**config.mk**
```make
export PLATFORM = sky130hd
export DESIGN_NAME = three_stepper_goal_sequencer
export DESIGN_NICKNAME = d
export VERILOG_FILES = /design/src/sv/tsgs_pkg.sv /design/src/sv/tsgs_motor.sv /design/src/sv/three_stepper_goal_sequencer.sv
export SDC_FILE = /design/constraint.sdc
export NUM_CORES = 1
export LEC_CHECK = 0
export BUFFER_PORTS_ARGS = -buffer_cell sky130_fd_sc_hd__clkbuf_2
export CORE_MARGIN = 2
export CORE_UTILIZATION = 55
export CTS_BUF_LIST = sky130_fd_sc_hd__clkbuf_8
export DETAILED_ROUTE_END_ITERATION = 12
export PLACE_DENSITY_LB_ADDON = 0.15
export SLEW_MARGIN = 20
export SYNTH_ARGS = -nofsm -noshare
export SYNTH_HDL_FRONTEND = slang
export SYNTH_SLANG_ARGS = --single-unit
```
**constraint.sdc**
```tcl
create_clock -name clk -period 9.6 [get_ports clk]
set_input_delay 1.92 -clock clk [delete_from_list [all_inputs] [get_ports clk]]
set_output_delay 1.92 -clock clk [all_outputs]
set_load 0.05 [all_outputs]
```
**src/sv/tsgs_pkg.sv**
```systemverilog
package tsgs_pkg;

  localparam logic [3:0] PHASE_A = 4'b1010;
  localparam logic [3:0] PHASE_B = 4'b1001;
  localparam logic [3:0] PHASE_C = 4'b0101;
  localparam logic [3:0] PHASE_D = 4'b0110;

  localparam logic [3:0] BYTE_MAX = 4'd13;

  localparam logic KIND_TICK = 1'b0;
  localparam logic KIND_BYTE = 1'b1;

  typedef enum logic [1:0] {
    SLOT_ONE   = 2'd0,
    SLOT_TWO   = 2'd1,
    SLOT_THREE = 2'd2
  } slot_t;

  // per-motor control for one accepted request
  typedef struct packed {
    logic goal_we;
    logic step_en;
    logic clear;
  } motor_ctrl_t;

  function automatic logic [3:0] next_phase(input logic [3:0] p);
    logic [3:0] n;
    case (p)
      PHASE_A: n = PHASE_B;
      PHASE_B: n = PHASE_C;
      PHASE_C: n = PHASE_D;
      default: n = PHASE_A;
    endcase
    return n;
  endfunction

  // 23*b + b/2 for a clamped byte, at most 305
  function automatic logic [8:0] goal_cut(input logic [3:0] b);
    logic [8:0] c;
    c = 9'(b) * 9'd23 + 9'(b[3:1]);
    return c;
  endfunction

endpackage

```
**src/sv/tsgs_motor.sv**
```systemverilog
module tsgs_motor #(
  parameter int COUNT_WIDTH = 10,
  parameter int RESET_GOAL  = 332
) (
  input  logic                     clk,
  input  logic                     rst_n,
  input  tsgs_pkg::motor_ctrl_t    ctrl,
  input  logic [COUNT_WIDTH-1:0]   goal_wdata,
  output logic                     busy,
  output logic [3:0]               coil
);
  import tsgs_pkg::*;

  logic [COUNT_WIDTH-1:0] count_r, count_nxt;
  logic [COUNT_WIDTH-1:0] goal_r, goal_nxt;
  logic [3:0]             phase_r, phase_nxt;
  logic [3:0]             coil_r, coil_nxt;

  assign busy = count_r < goal_r;
  assign coil = coil_r;

  always_comb begin
    count_nxt = count_r;
    goal_nxt  = goal_r;
    phase_nxt = phase_r;
    coil_nxt  = coil_r;
    if (ctrl.goal_we) begin
      goal_nxt = goal_wdata;
    end
    if (ctrl.step_en && busy) begin
      phase_nxt = next_phase(phase_r);
      coil_nxt  = phase_nxt;
      count_nxt = count_r + COUNT_WIDTH'(1);
    end
    // phase and goal survive the finish
    if (ctrl.clear) begin
      count_nxt = '0;
      coil_nxt  = '0;
    end
  end

  always_ff @(posedge clk) begin
    if (!rst_n) begin
      count_r <= '0;
      goal_r  <= COUNT_WIDTH'(RESET_GOAL);
      phase_r <= PHASE_A;
      coil_r  <= '0;
    end else begin
      count_r <= count_nxt;
      goal_r  <= goal_nxt;
      phase_r <= phase_nxt;
      coil_r  <= coil_nxt;
    end
  end

endmodule

```
**src/sv/three_stepper_goal_sequencer.sv**
```systemverilog
// Three-motor full-step sequencer. Each request is a timer tick (kind 0) or a
// goal byte (kind 1); every request gives exactly one result in the cycle after
// it is taken, and a new request can be taken every cycle unless the result
// side stalls. Three bytes in a row set the goals of motors one, two and
// three (bytes above 13 count as 13) and the third arms the block. While
// armed, a tick advances each unfinished motor by one coil phase; the first
// tick that finds all motors finished disarms, clears counts and coils, and
// raises done_pulse. The result fields are the state registers themselves,
// so a stalled result holds because the input side stalls with it: the
// block takes a request whenever its result register is empty or being taken.
module three_stepper_goal_sequencer #(
  parameter int STEPS_PER_REV = 332,
  parameter int COUNT_WIDTH   = 10
) (
  input  logic       clk,
  input  logic       rst_n,
  input  logic       in_valid,
  output logic       in_stall,
  input  logic       in_kind,
  input  logic [3:0] in_byte_value,
  output logic       out_valid,
  input  logic       out_stall,
  output logic [3:0] out_coil_one,
  output logic [3:0] out_coil_two,
  output logic [3:0] out_coil_three,
  output logic       out_done_pulse,
  output logic       out_armed
);
  import tsgs_pkg::*;

  localparam logic [COUNT_WIDTH-1:0] BASE_ONE   = COUNT_WIDTH'(STEPS_PER_REV);
  localparam logic [COUNT_WIDTH-1:0] BASE_TWO   = COUNT_WIDTH'(2 * STEPS_PER_REV + 4);
  localparam logic [COUNT_WIDTH-1:0] BASE_THREE = COUNT_WIDTH'(3 * STEPS_PER_REV - 2);

  logic        out_valid_r, out_valid_nxt;
  logic        done_r, done_nxt;
  logic        running_r, running_nxt;
  slot_t       slot_r, slot_nxt;
  logic        accept;
  logic        is_byte, is_tick;
  logic [3:0]  byte_clamped;
  logic [COUNT_WIDTH-1:0] cut;
  logic [COUNT_WIDTH-1:0] goal_one, goal_two, goal_three;
  logic        busy_one, busy_two, busy_three;
  logic        finish;
  motor_ctrl_t ctrl_one, ctrl_two, ctrl_three;

  assign in_stall = out_valid_r && out_stall;
  assign accept   = in_valid && !in_stall;
  assign is_byte  = accept && (in_kind == KIND_BYTE);
  assign is_tick  = accept && (in_kind == KIND_TICK) && running_r;
  assign finish   = is_tick && !(busy_one || busy_two || busy_three);

  assign byte_clamped = (in_byte_value > BYTE_MAX) ? BYTE_MAX : in_byte_value;
  assign cut          = COUNT_WIDTH'(goal_cut(byte_clamped));
  assign goal_one     = BASE_ONE - cut;
  assign goal_two     = BASE_TWO - cut;
  assign goal_three   = BASE_THREE - cut;

  // next state
  always_comb begin
    slot_nxt    = slot_r;
    running_nxt = running_r;
    if (is_byte) begin
      case (slot_r)
        SLOT_TWO:   slot_nxt = SLOT_THREE;
        SLOT_THREE: begin
          slot_nxt    = SLOT_ONE;
          running_nxt = 1'b1;
        end
        default:    slot_nxt = SLOT_TWO;
      endcase
    end
    if (finish) begin
      running_nxt = 1'b0;
    end
  end

  // motor controls
  always_comb begin
    ctrl_one   = '0;
    ctrl_two   = '0;
    ctrl_three = '0;
    if (is_byte) begin
      case (slot_r)
        SLOT_TWO:   ctrl_two.goal_we   = 1'b1;
        SLOT_THREE: ctrl_three.goal_we = 1'b1;
        default:    ctrl_one.goal_we   = 1'b1;
      endcase
    end
    ctrl_one.step_en   = is_tick;
    ctrl_two.step_en   = is_tick;
    ctrl_three.step_en = is_tick;
    ctrl_one.clear     = finish;
    ctrl_two.clear     = finish;
    ctrl_three.clear   = finish;
  end

  always_comb begin
    out_valid_nxt = out_valid_r;
    done_nxt      = done_r;
    if (accept) begin
      out_valid_nxt = 1'b1;
      done_nxt      = finish;
    end else if (!out_stall) begin
      out_valid_nxt = 1'b0;
    end
  end

  always_ff @(posedge clk) begin
    if (!rst_n) begin
      out_valid_r <= 1'b0;
      done_r      <= 1'b0;
      running_r   <= 1'b0;
      slot_r      <= SLOT_ONE;
    end else begin
      out_valid_r <= out_valid_nxt;
      done_r      <= done_nxt;
      running_r   <= running_nxt;
      slot_r      <= slot_nxt;
    end
  end

  tsgs_motor #(.COUNT_WIDTH(COUNT_WIDTH), .RESET_GOAL(STEPS_PER_REV)) u_motor_one (
    .clk        (clk),
    .rst_n      (rst_n),
    .ctrl       (ctrl_one),
    .goal_wdata (goal_one),
    .busy       (busy_one),
    .coil       (out_coil_one)
  );

  tsgs_motor #(.COUNT_WIDTH(COUNT_WIDTH), .RESET_GOAL(STEPS_PER_REV)) u_motor_two (
    .clk        (clk),
    .rst_n      (rst_n),
    .ctrl       (ctrl_two),
    .goal_wdata (goal_two),
    .busy       (busy_two),
    .coil       (out_coil_two)
  );

  tsgs_motor #(.COUNT_WIDTH(COUNT_WIDTH), .RESET_GOAL(STEPS_PER_REV)) u_motor_three (
    .clk        (clk),
    .rst_n      (rst_n),
    .ctrl       (ctrl_three),
    .goal_wdata (goal_three),
    .busy       (busy_three),
    .coil       (out_coil_three)
  );

  assign out_valid      = out_valid_r;
  assign out_done_pulse = done_r;
  assign out_armed      = running_r;

endmodule

```
### Word level (Yosys, flattened, before mapping)

Cells that the tools add are included.

| storage, ports and cells | value |
|---|---|
| output and inout bits | 16 |
| bits in registers | 89 |
| logic and storage cells | 71 |

| operators by class | value |
|---|---|
| $lt $le $gt $ge | 4 |
| add/subtract/negate cells | 7 |
| multiplexer cells | 13 |
| multipliers | 1 |
| eq/ne operators | 12 |
| reductions and logical operators | 16 |
| bitwise operators | 2 |

Operators with widths:

| kind | count |
|---|---|
| 4-bit case mux with 3 select lines | 3 |
| 10-bit by 1-bit adder with 10-bit output (second input constant) | 3 |
| 10-bit < comparator | 3 |
| 4-bit == test (second input constant) | 6 |
| 10-bit by 9-bit subtractor with 10-bit output (first input constant) | 2 |
| 4-bit by 3-bit == test with 1-bit output (second input constant) | 3 |
| 9-bit by 9-bit subtractor with 10-bit output (first input constant) | 1 |
| 9-bit by 3-bit adder with 9-bit output | 1 |
| 1-bit logical AND | 9 |
| 4-bit by 5-bit multiplier with 9-bit output (second input constant) | 1 |
| 1-bit two-way mux | 8 |
| 4-bit greater-than comparator (second input constant) | 1 |
| 4-bit two-way mux | 1 |
| 2-bit case mux with 2 select lines | 1 |
| 2-bit OR reduction | 2 |
| 2-bit by 1-bit == test with 1-bit output (second input constant) | 1 |
| 2-bit == test (second input constant) | 1 |
| 1-bit zero test | 2 |
| 1-bit logical OR | 2 |
| 2-bit by 1-bit != test with 1-bit output (second input constant) | 1 |
| 1-bit NOT | 2 |
| 2-bit AND reduction | 1 |

### Longest topological paths before layout

Gate-level depths: netlist of run 1.

| depth | value |
|---|---|
| word-level depth | 7 |
| mapped depth | 15 |

### Modules after synthesis

Synthesis of run 1 repeated with hierarchy kept, for this count alone.

| second synthesis, totals | value |
|---|---|
| cells, all modules | 645 |
| area, all modules | 5661.7 sq um |

Modules (own cells, without submodules):

| module | area an instance (sq um) | cells an instance | instances |
|---|---|---|---|
| tsgs_motor | 1465.2 | 166 | 3 |
| three_stepper_goal_sequencer | 1266.2 | 147 | 1 |

### Worst setup path before layout of run 1

No wires, ideal clock.

| timing path | value |
|---|---|
| kind | input port to flip-flop |
| from | input port in_byte_value[2] |
| to | register u_motor_two.goal_r[8] |
| data required time | 9521 ps |
| setup slack | 4140 ps |
| arrival time | 5381 ps |
| stages on the path | 14 |
| cells stage by stage | ha_1 > nor2b_1 > ha_1 > ha_1 > inv_1 > fa_1 > inv_1 > fa_1 > a211o_1 > a2111oi_0 > nand3b_1 > o21ai_0 > xor2_1 > o211ai_1 |

| on the way | value |
|---|---|
| longest elaborated chain between the ends | 5 |

RTL lines:

| what | line | RTL |
|---|---|---|
| start: declaration | three_stepper_goal_sequencer.sv:20 | `input logic [3:0] in_byte_value,` |
| 4-bit greater-than comparator | three_stepper_goal_sequencer.sv:54 | `assign byte_clamped = (in_byte_value > BYTE_MAX) ? BYTE_MAX : in_byte_value;` |
| 4-bit two-way mux * | three_stepper_goal_sequencer.sv:54 |  |
| 4-bit by 5-bit multiplier with 9-bit output | tsgs_pkg.sv:40 | `c = 9'(b) * 9'd23 + 9'(b[3:1]);` |
| 9-bit by 3-bit adder with 9-bit output * | tsgs_pkg.sv:40 |  |
| 10-bit by 9-bit subtractor with 10-bit output * | three_stepper_goal_sequencer.sv:57 | `assign goal_two = BASE_TWO - cut;` |
| end signal: assignment | tsgs_motor.sv:45 | `goal_r <= COUNT_WIDTH'(RESET_GOAL);` |
| end signal: assignment | tsgs_motor.sv:50 | `goal_r <= goal_nxt;` |
| end: declaration | tsgs_motor.sv:15 | `logic [COUNT_WIDTH-1:0] goal_r, goal_nxt;` |

Every way passes the cells marked *; elsewhere a longest branch is shown, timed or not.
A chain may end at the register's enable or synchronous reset.

### Worst setup path after layout of run 1

Same ends and word-level chain as after synthesis.

==> impl_results.md, run 1 <==
* Routed wire length at 10,670 µm
* Min-Delay Path Depth at 2
* Overflow after GRT at 0
* Die Ht at 102.8 µm
* Core Rows at 36
* Global-route wire length before repair at ~19,000 µm
* EDFF count, synth at 0
* Die W at 102.8 µm
* Synthesized Nets at 678
* First drt pass iteration count at 5
* CTS tree: built
* Setup TNS at 0 ps
* Hold buffers post-CTS at 0
* RR Startpoint: u_motor_one.count_r[7]
* Post-layout util at 60.32%
* Initial core utilization at 55.70%
* Initial antenna violation count at 0
* FFs w/ async S/R, synth at 0%
* H-tree depth at 3
* Detailed Route Iter0 Violations at 119
* Seq cells post-synth at 89
* Final Cycle Share at 59.90%
* Layout cell share with drive strength beyond 1 at between 10% and 20%
* CTS resizes at 0
* Synth Warn # at 0
* Post-route setup slack at approximately 3800 ps
* Root Buffer Master: clkbuf_8
* Vias at 4,252
* Max Cap Violations at 0
* Dpl cells at 743
* I/O pin count at 25
* Yosys cell types at 65
* N_diodes at 0
* Peak supply drop at ~0.091 mV
* Min-delay worst type: flop to flop
* Dpl hpwl at 8018 µm
* Number of remaining DRC errors at 0
* Largest net degree at the start of global routing at 27
* Tot Pwr at 946.4 µW
* RSZ-0062 raised after global routing: no
* Reg-to-reg critical path endpoint: u_motor_three.coil[2]
* # clock sinks at 89
* Post-Syn Area at around 5400 µm²
* Slew HR at 35.12%
* Crit Path Max Fanout at 9
* Req. time, crit path at just under 10,000 ps
* Layout Cells excl Fill at between 700 and 800
* F_max at 173.9 MHz
* Outcome: finished, final reports clean
* Critical path type: primary input to flop
* Nets@finish at ~690
* Crit start category: primary input
* Part of the Yosys area used for sequential elements at 33.19%
* Avg Inst Size Synth at approximately 9 µm²
* Core region area at between 9000 and 10,000 µm²
* Total CTS buffers at 9
* Clock buffer depth at 2
* Cell count after synthesis at 606
* Vias in the first global route at ~4,000
* Final setup vio count at 0
* Lkg Pwr at 2.381 nW
* DR vias/cell at 5.602
* Sink of the worst hold path: u_motor_one.goal_r[5]
* Tightest Pin Transition at roughly 970 ps
* PD cells at 162.8 nW/µm²
* Final hold vios at 0
* IO buf count at 24
* Area growth syn-to-layout at 8.297%
* Reg2reg path depth at 7
* Clock-pin slew on the worst setup and hold paths at 90 ps
* Minimum clock period at ~5800 ps
* Overall Global Routing Usage at a little over a fifth
* Fin Clk Skew at 14.55 ps
* Final slew viol count at 0
* Setup Fix Bufs, Post-CTS at 0
* Crit end category: flop
* Post-route ant nets at 0
* Critical Path AT at roughly 6000 ps
* Routability Congestion at approximately 0.84
* Post-synth top flop: dfxtp_1
* Hold Crit Start: u_motor_one.goal_r[5]
* Die Area at 10,570 µm²
* Pre-CTS setup slack at 3473 ps
* Skew-Pair Late Insertion Delay at 360 ps
* R2R setup slack at 6340 ps
* DR WL/cell at 14.05 µm
cell usage in the layout, fill, tap and decap left out, types with 5 or more instances in the layout:
| cell type | count |
|---|---|
| nand3_1 | 14 |
| nor2_1 | 46 |
| nand2b_1 | 7 |
| clkbuf_8 | 11 |
| nor3_1 | 8 |
| clkbuf_2 | 24 |
| a211oi_1 | 12 |
| xor2_1 | 13 |
| nand4_1 | 6 |
| o21ai_0 | 23 |
| inv_1 | 51 |
| nand2_1 | 48 |
| o2111ai_1 | 5 |
| or3_1 | 5 |
| a21oi_1 | 37 |
| o21a_1 | 8 |
| a2111oi_0 | 5 |
| o211ai_1 | 13 |
| a2111oi_1 | 8 |
| ha_1 | 59 |
| nor2b_1 | 13 |
| dfxtp_1 | 89 |
| xnor2_1 | 30 |
sequential cells by signal, summed over array words and instances, names as in the netlist:
name and count:
out_valid 1, u_motor_two.coil 4, u_motor_two.count_r 10, u_motor_one.goal_r 10
u_motor_three.goal_r 10, u_motor_one.coil 4, u_motor_two.goal_r 10, u_motor_three.count_r 10
u_motor_three.phase_r 4, u_motor_two.phase_r 4, u_motor_one.count_r 10, slot_r 2
out_done_pulse 1, out_armed 1, u_motor_three.coil 4, u_motor_one.phase_r 4
area by class of cell:
class	instances	area [µm²]
Fill cell	899	3825
Clock inverter	5	85.08
Multi-Input combinational cell	444	3303
Tap cell	133	166.4
Timing Repair Buffer	26	135.1
Clock buffer	11	151.4
Sequential cell	89	1782
Inverter	51	191.4
report_power, final:
part	internal [mW]	switching (mW)	leakage, nW
logic	0.102	0.168	1.55
registers	0.376	0.00347	0.720
clock network	0.162	0.135	0.116
total	0.640	0.307	2.38
through the flow:
step | area [µm²] | hold slack [ps]
after floorplan | 5369 | 431.9
after global placement | 5578 | 444.6
after detailed placement | 5578 | 446.0
after CTS | 5814 | 457.6
after global routing | 5814 | 485.0
final | 5814 | 456.2
logic make-up after synthesis:
logic type                 Yosys count  synth area share (%)
and+or+nand+nor                    180                 17.36
AOI/OAI and AO/OA                  153                 20.86
DFF                                 89                 33.19
buffers and inverters               73                 5.290
adders and majority gates           63                 15.24
xor gates and xnor gates            44                 7.318
muxes                                4                0.7458
Yosys cell counts, types with 2 or more instances:
master / instances / area, µm²
dfxtp_1: 89 / 1782
ha_1: 59 / 738.2
inv_1: 51 / 191.4
nand2_1: 48 / 180.2
nor2_1: 46 / 172.7
a21oi_1: 37 / 185.2
xnor2_1: 30 / 262.8
o21ai_0: 23 / 115.1
clkbuf_1: 14 / 52.55
nand3_1: 14 / 70.07
nor2b_1: 13 / 81.33
o211ai_1: 13 / 97.59
xor2_1: 13 / 113.9
a211oi_1: 12 / 90.09
a2111oi_1: 8 / 80.08
nor3_1: 8 / 40.04
o21a_1: 8 / 60.06
buf_2: 7 / 35.03
nand2b_1: 7 / 43.79
nand4_1: 6 / 37.54
a2111oi_0: 5 / 43.79
o2111ai_1: 5 / 43.79
or3_1: 5 / 31.28
and2_1: 4 / 25.02
and4b_1: 4 / 40.04
fa_1: 4 / 80.08
mux2i_1: 4 / 40.04
nand3b_1: 4 / 30.03
o21ai_1: 4 / 20.02
o21ba_2: 4 / 40.04
o31ai_1: 4 / 30.03
or4_1: 4 / 30.03
a211oi_2: 3 / 37.54
a21bo_2: 3 / 30.03
nor3b_1: 3 / 22.52
or4b_1: 3 / 30.03
a211o_1: 2 / 17.52
a21o_1: 2 / 15.01
and3_1: 2 / 12.51
nor3b_2: 2 / 25.02
o21ai_2: 2 / 17.52
o21bai_1: 2 / 15.01
o41ai_1: 2 / 17.52
or2_2: 2 / 12.51
per-layer routing:
| metal | vias to the layer above | share of wire (%) | track usage (%) |
|---|---|---|---|
| met3 | 13 | 2.8 | 3.864 |
| met2 | 66 | 47 | 37.00 |
| li1 | 2180 | - | - |
| met1 | 1993 | 49 | 28.58 |
| met4 | 0 | 1.3 | 6.073 |
| met5 | - | 0 | 0 |
how the worst max path moves through the flow:
stage	cells after the start	slack (ps)	end	from
2_1_floorplan	14	4140	u_motor_two.goal_r[8]	in_byte_value[2]
3_3_place_gp	15	3720	u_motor_two.goal_r[8]	in_byte_value[2]
3_5_place_dp	15	3470	u_motor_two.goal_r[8]	in_byte_value[2]
4_1_cts	15	3870	u_motor_two.goal_r[8]	in_byte_value[2]
5_1_grt	15	3540	u_motor_two.goal_r[8]	in_byte_value[2]
6_report	15	3850	u_motor_two.goal_r[8]	in_byte_value[2]
worst max-delay path, cell delays in order:
cell and delay (ps):
clkbuf_2 130, ha_1 230, nor2b_1 400, ha_1 320
ha_1 270, inv_1 50, fa_1 490, inv_1 70
fa_1 490, a211o_1 300, a2111oi_0 420, nand3b_1 380
o21ai_0 210, xor2_1 180, o211ai_1 170
(Power assumes the default switching activity.)
==> inputs of run 2 (changes only) <==
Settings changed: ABC_AREA from default to 1.
Clock period 9.6 ns to 5.1 ns, I/O delays scaled along.
==> run 2 against run 1 <==
  * Design area increased by 5.4%
  * Setup slack got worse by 2800 ps
  * Critical path type unchanged
  * Sequential cell count unchanged
  * Clock skew decreased by 2.2 ps
  * Core utilization decreased by 0.13 points
  * Critical endpoint is now u_motor_three.goal_r[9]
==> impl_results.md, run 2 <==
* RSZ-0062 raised after global routing: no
* Final hold vios at 0 (unchanged)
* Hold buffers post-CTS at 0 (unchanged)
* Combinational share of power at 26.6% (-1.9 points)
* Post-synth top cells: nand2_1 (205), inv_1 (140), nor2_1 (95), dfxtp_1 (89), nand3_1 (65)
* Req. time, crit path at 5370 ps (-4510 ps)
* Global-route wire length before repair at 20,910 µm (+13%)
* Sink of the worst hold path: u_motor_one.goal_r[9]
* Initial antenna violation count at 0 (unchanged)
* CTS resizes at 0 (unchanged)
* Critical path type: primary input to flop
* M1 wire length at 5569 µm (+7.5%)
* Yosys cell types at 28 (-57%)
* Initial core utilization at 55.79% (+0.088 points)
* Layout cell share with drive strength beyond 1 at 5.828% (-4.6 points)
* Multi-input gate area in the final layout at 3274 µm² (-0.87%)
* Clock buffer depth at 2 (unchanged)
* Number of remaining DRC errors at 0 (unchanged)
* Slowest cell on crit path: fa_1
* Overflow after GRT at 0 (unchanged)
* I/O pin count at 25 (unchanged)
* IO buf count at 24 (unchanged)
* Internal power at 1.151 mW (+80%)
* DR WL/cell at 11.68 µm (-17%)
* FFs w/ async S/R, synth at 0% (unchanged)
* Lkg Pwr at 3.132 nW (+32%)
* CP top delay family: adder cells
* Top-count cell post-synth: nand2_1
* Die W at 105.6 µm (+2.8%)
* Synth Warn # at 0 (unchanged)
* Routed wire length at 11,610 µm (+8.8%)
* Min-delay worst type: flop to flop
* Overall Global Routing Usage at 22.48% (+0.70 points)
* Nets@finish at 925 (+33%)
* # clock sinks at 89 (unchanged)
* Most used cell, CP: inv_1
* Min-Delay Path Depth at 2 (unchanged)
* Cell count after synthesis at 836 (+38%)
* H-tree depth at 3 (unchanged)
* Avg Inst Size Synth at 6.796 µm² (-23%)
* First drt pass iteration count at 6 (+1)
* Detailed Route Iter0 Violations at 203 (+71%)
* Outcome: finished, final reports clean
* Minimum clock period at 4042 ps
* Hold Slack at 474.1 ps (+17.93 ps)
* Crit Path Max Fanout at 5 (-4)
* Post-Syn Area at 5682 µm² (+5.8%)
* Area leader, netlist: dfxtp_1
* Reg-to-reg critical path endpoint: u_motor_one.coil[3]
* Routability Congestion at 0.8500 (+1.1%)
* Slowest stage delay, CP at 640 ps (+150 ps)
* CP Buf/Inv Count at 7 (+4)
* Reg2reg path depth at 10 (+3)
* Dpl cells at 978 (+32%)
* Clock share of power at 32.0% (+0.6 points)
* Vias at 5,003 (+18%)
* Sequential Area at 1782 µm² (unchanged)
* EDFF count, synth at 0 (unchanged)
* R2R setup slack at 2720 ps (-3620 ps)
* Post-route ant nets at 0 (unchanged)
* Slew HR at 46.91% (+12 points)
* Layout Cells excl Fill at 994 (+31%)
* Final Cycle Share at approximately 79%
* Crit end category: flop
* Yosys top cell area share at 31.36% (-1.8 points)
* Final slew viol count at 0 (unchanged)
* Register share of total power at 41.3% (+1.2 points)
* Most frequent cells in the layout: nand2_1 (205), inv_1 (140), nor2_1 (95)
* Root Buffer Master: clkbuf_8
* Die Area at 11,160 µm² (+5.6%)
* Total CTS buffers at 9 (unchanged)
* PD cells at 280.9 nW/µm² (+73%)
* Top sig layer: met4
* Switching Share at 33.12% (+0.72 points)
* N_diodes at 0 (unchanged)
* Fin Clk Skew at 12.32 ps (-2.230 ps)
* DR WL met2 at 5496 µm (+8.8%)
* Fill cells at 972 (+8.1%)
* Setup TNS at 0 ps (unchanged)
* Skew-Pair Late Insertion Delay at 370 ps (about the same)
* F_max at 247.4 MHz
* Part of the Yosys area used for sequential elements at 31.36% (-1.8 points)
* Synthesized Nets at 908 (+34%)
* Peak supply drop at 0.1634 mV (+80%)
* NetSw at 570.2 µW (+86%)
* Metal3 WL at 346 µm (+16%)
* Tightest Pin Transition at 794.8 ps (-175.1 ps)
* DR vias/cell at 5.033 (-10%)
* Most common cell after layout, fill and taps aside: nand2_1
* Core Rows at 37 (+2.8%)
* Largest net degree at the start of global routing at 44 (+63%)
* CTS tree: built
* Max Cap Violations at 0 (unchanged)
* Post-synth top flop: dfxtp_1
* Core region area at 10,180 µm² (+5.7%)
* Setup Fix Bufs, Post-CTS at 0 (unchanged)
* Clock-pin slew on the worst setup and hold paths at 90 ps (about the same)
* Ranking of synthesized cells by area: dfxtp_1 (31%), nand2_1 (14%), ha_1 (13%)
* Dpl hpwl at 8733 µm (+8.9%)
* Hold Crit Start: u_motor_one.goal_r[9]
* Seq cells post-synth at 89 (unchanged)
* Critical Path AT at 4310 ps (-1720 ps)
* RR Startpoint: u_motor_one.count_r[5]
* Vias in the first global route at 4,838 (+20%)
* Area growth syn-to-layout at 7.884%
* Crit start category: primary input
* Die Ht at 105.6 µm (+2.8%)
* Final setup vio count at 0 (unchanged)
* Crit-path cells: clkbuf_2, ha_1, nand2_1, inv_1, nor2_1, inv_1, ha_1, inv_1, fa_1, inv_1, fa_1, inv_1, o21ai_0, nor2_1, nand2_1, nand2_1, nor2_1, nand3_1, o21ai_0, inv_1
==> run 2: worst max-delay path by stage <==
stage | start | slack [ps] | endpoint | cells after the start
after floorplan | in_byte_value[2] | 930 | u_motor_three.goal_r[6] | 14
after global placement | in_byte_value[2] | 800 | u_motor_three.goal_r[6] | 17
after detailed placement | in_byte_value[2] | 650 | u_motor_three.goal_r[9] | 20
after CTS | in_byte_value[2] | 1050 | u_motor_three.goal_r[9] | 20
after global routing | in_byte_value[2] | 610 | u_motor_three.goal_r[9] | 21
final | in_byte_value[2] | 1060 | u_motor_three.goal_r[9] | 20
==> run 2: cell families (layout without fill, tap and decap cells) <==
| kind of cell | Yosys count | count (layout) | share of synthesized area, % |
|---|---|---|---|
| flops | 89 | 89 | 31.36 |
| simple gates | 388 | 388 | 28.36 |
| xor+xnor | 33 | 33 | 5.087 |
| fa+ha+maj | 63 | 63 | 14.40 |
| buf+inv | 162 | 184 | 11.01 |
| compound gates | 101 | 101 | 9.778 |
==> run 2: power groups by stage <==
stage,clock [mW],combinational [mW],sequential (mW)
after floorplan,0,0.348,0.729
after global placement,0,0.444,0.728
after detailed placement,0,0.454,0.728
after CTS,0.564,0.457,0.712
after global routing,0.586,0.527,0.713
final,0.551,0.458,0.712
==> run 2: area by class of cell <==
type / instances / area share (%)
multi-input cells: 585 / 53.42
flip-flops and latches: 89 / 29.07
inverters: 140 / 8.573
well taps: 136 / 2.776
repair buffers: 28 / 2.449
clock buffers: 10 / 2.245
clock inverters: 6 / 1.470
==> run 2: metrics by stage <==
step	utilization, %	area (µm²)	power [mW]	setup WS, ps
floorplan	-	5682	1.077	932.1
global placement	57.95	5902	1.171	797.7
detailed placement	57.95	5902	1.182	647.9
CTS	60.18	6130	1.732	1047
global route	60.18	6130	1.826	611.0
finish	60.18	6130	1.722	1058
==> run 2: worst register-to-register path, cell delays in order, from the launching register on <==
cell and delay [ps]:
dfxtp_1 440, ha_1 290, a21oi_1 160, o21ai_0 120, nand2_1 70, nand2_1 60
nor2b_1 620, nand3_1 290, nand2_1 120, inv_1 40, nor2_1 90
==> run 2: per-layer routing <==
metal  vias to the layer above  global-route usage (%)
met1                      2252                   28.06
met5                         -                       0
li1                       2655                       -
met4                         0                   7.519
met2                        73                   39.17
met3                        23                   3.896
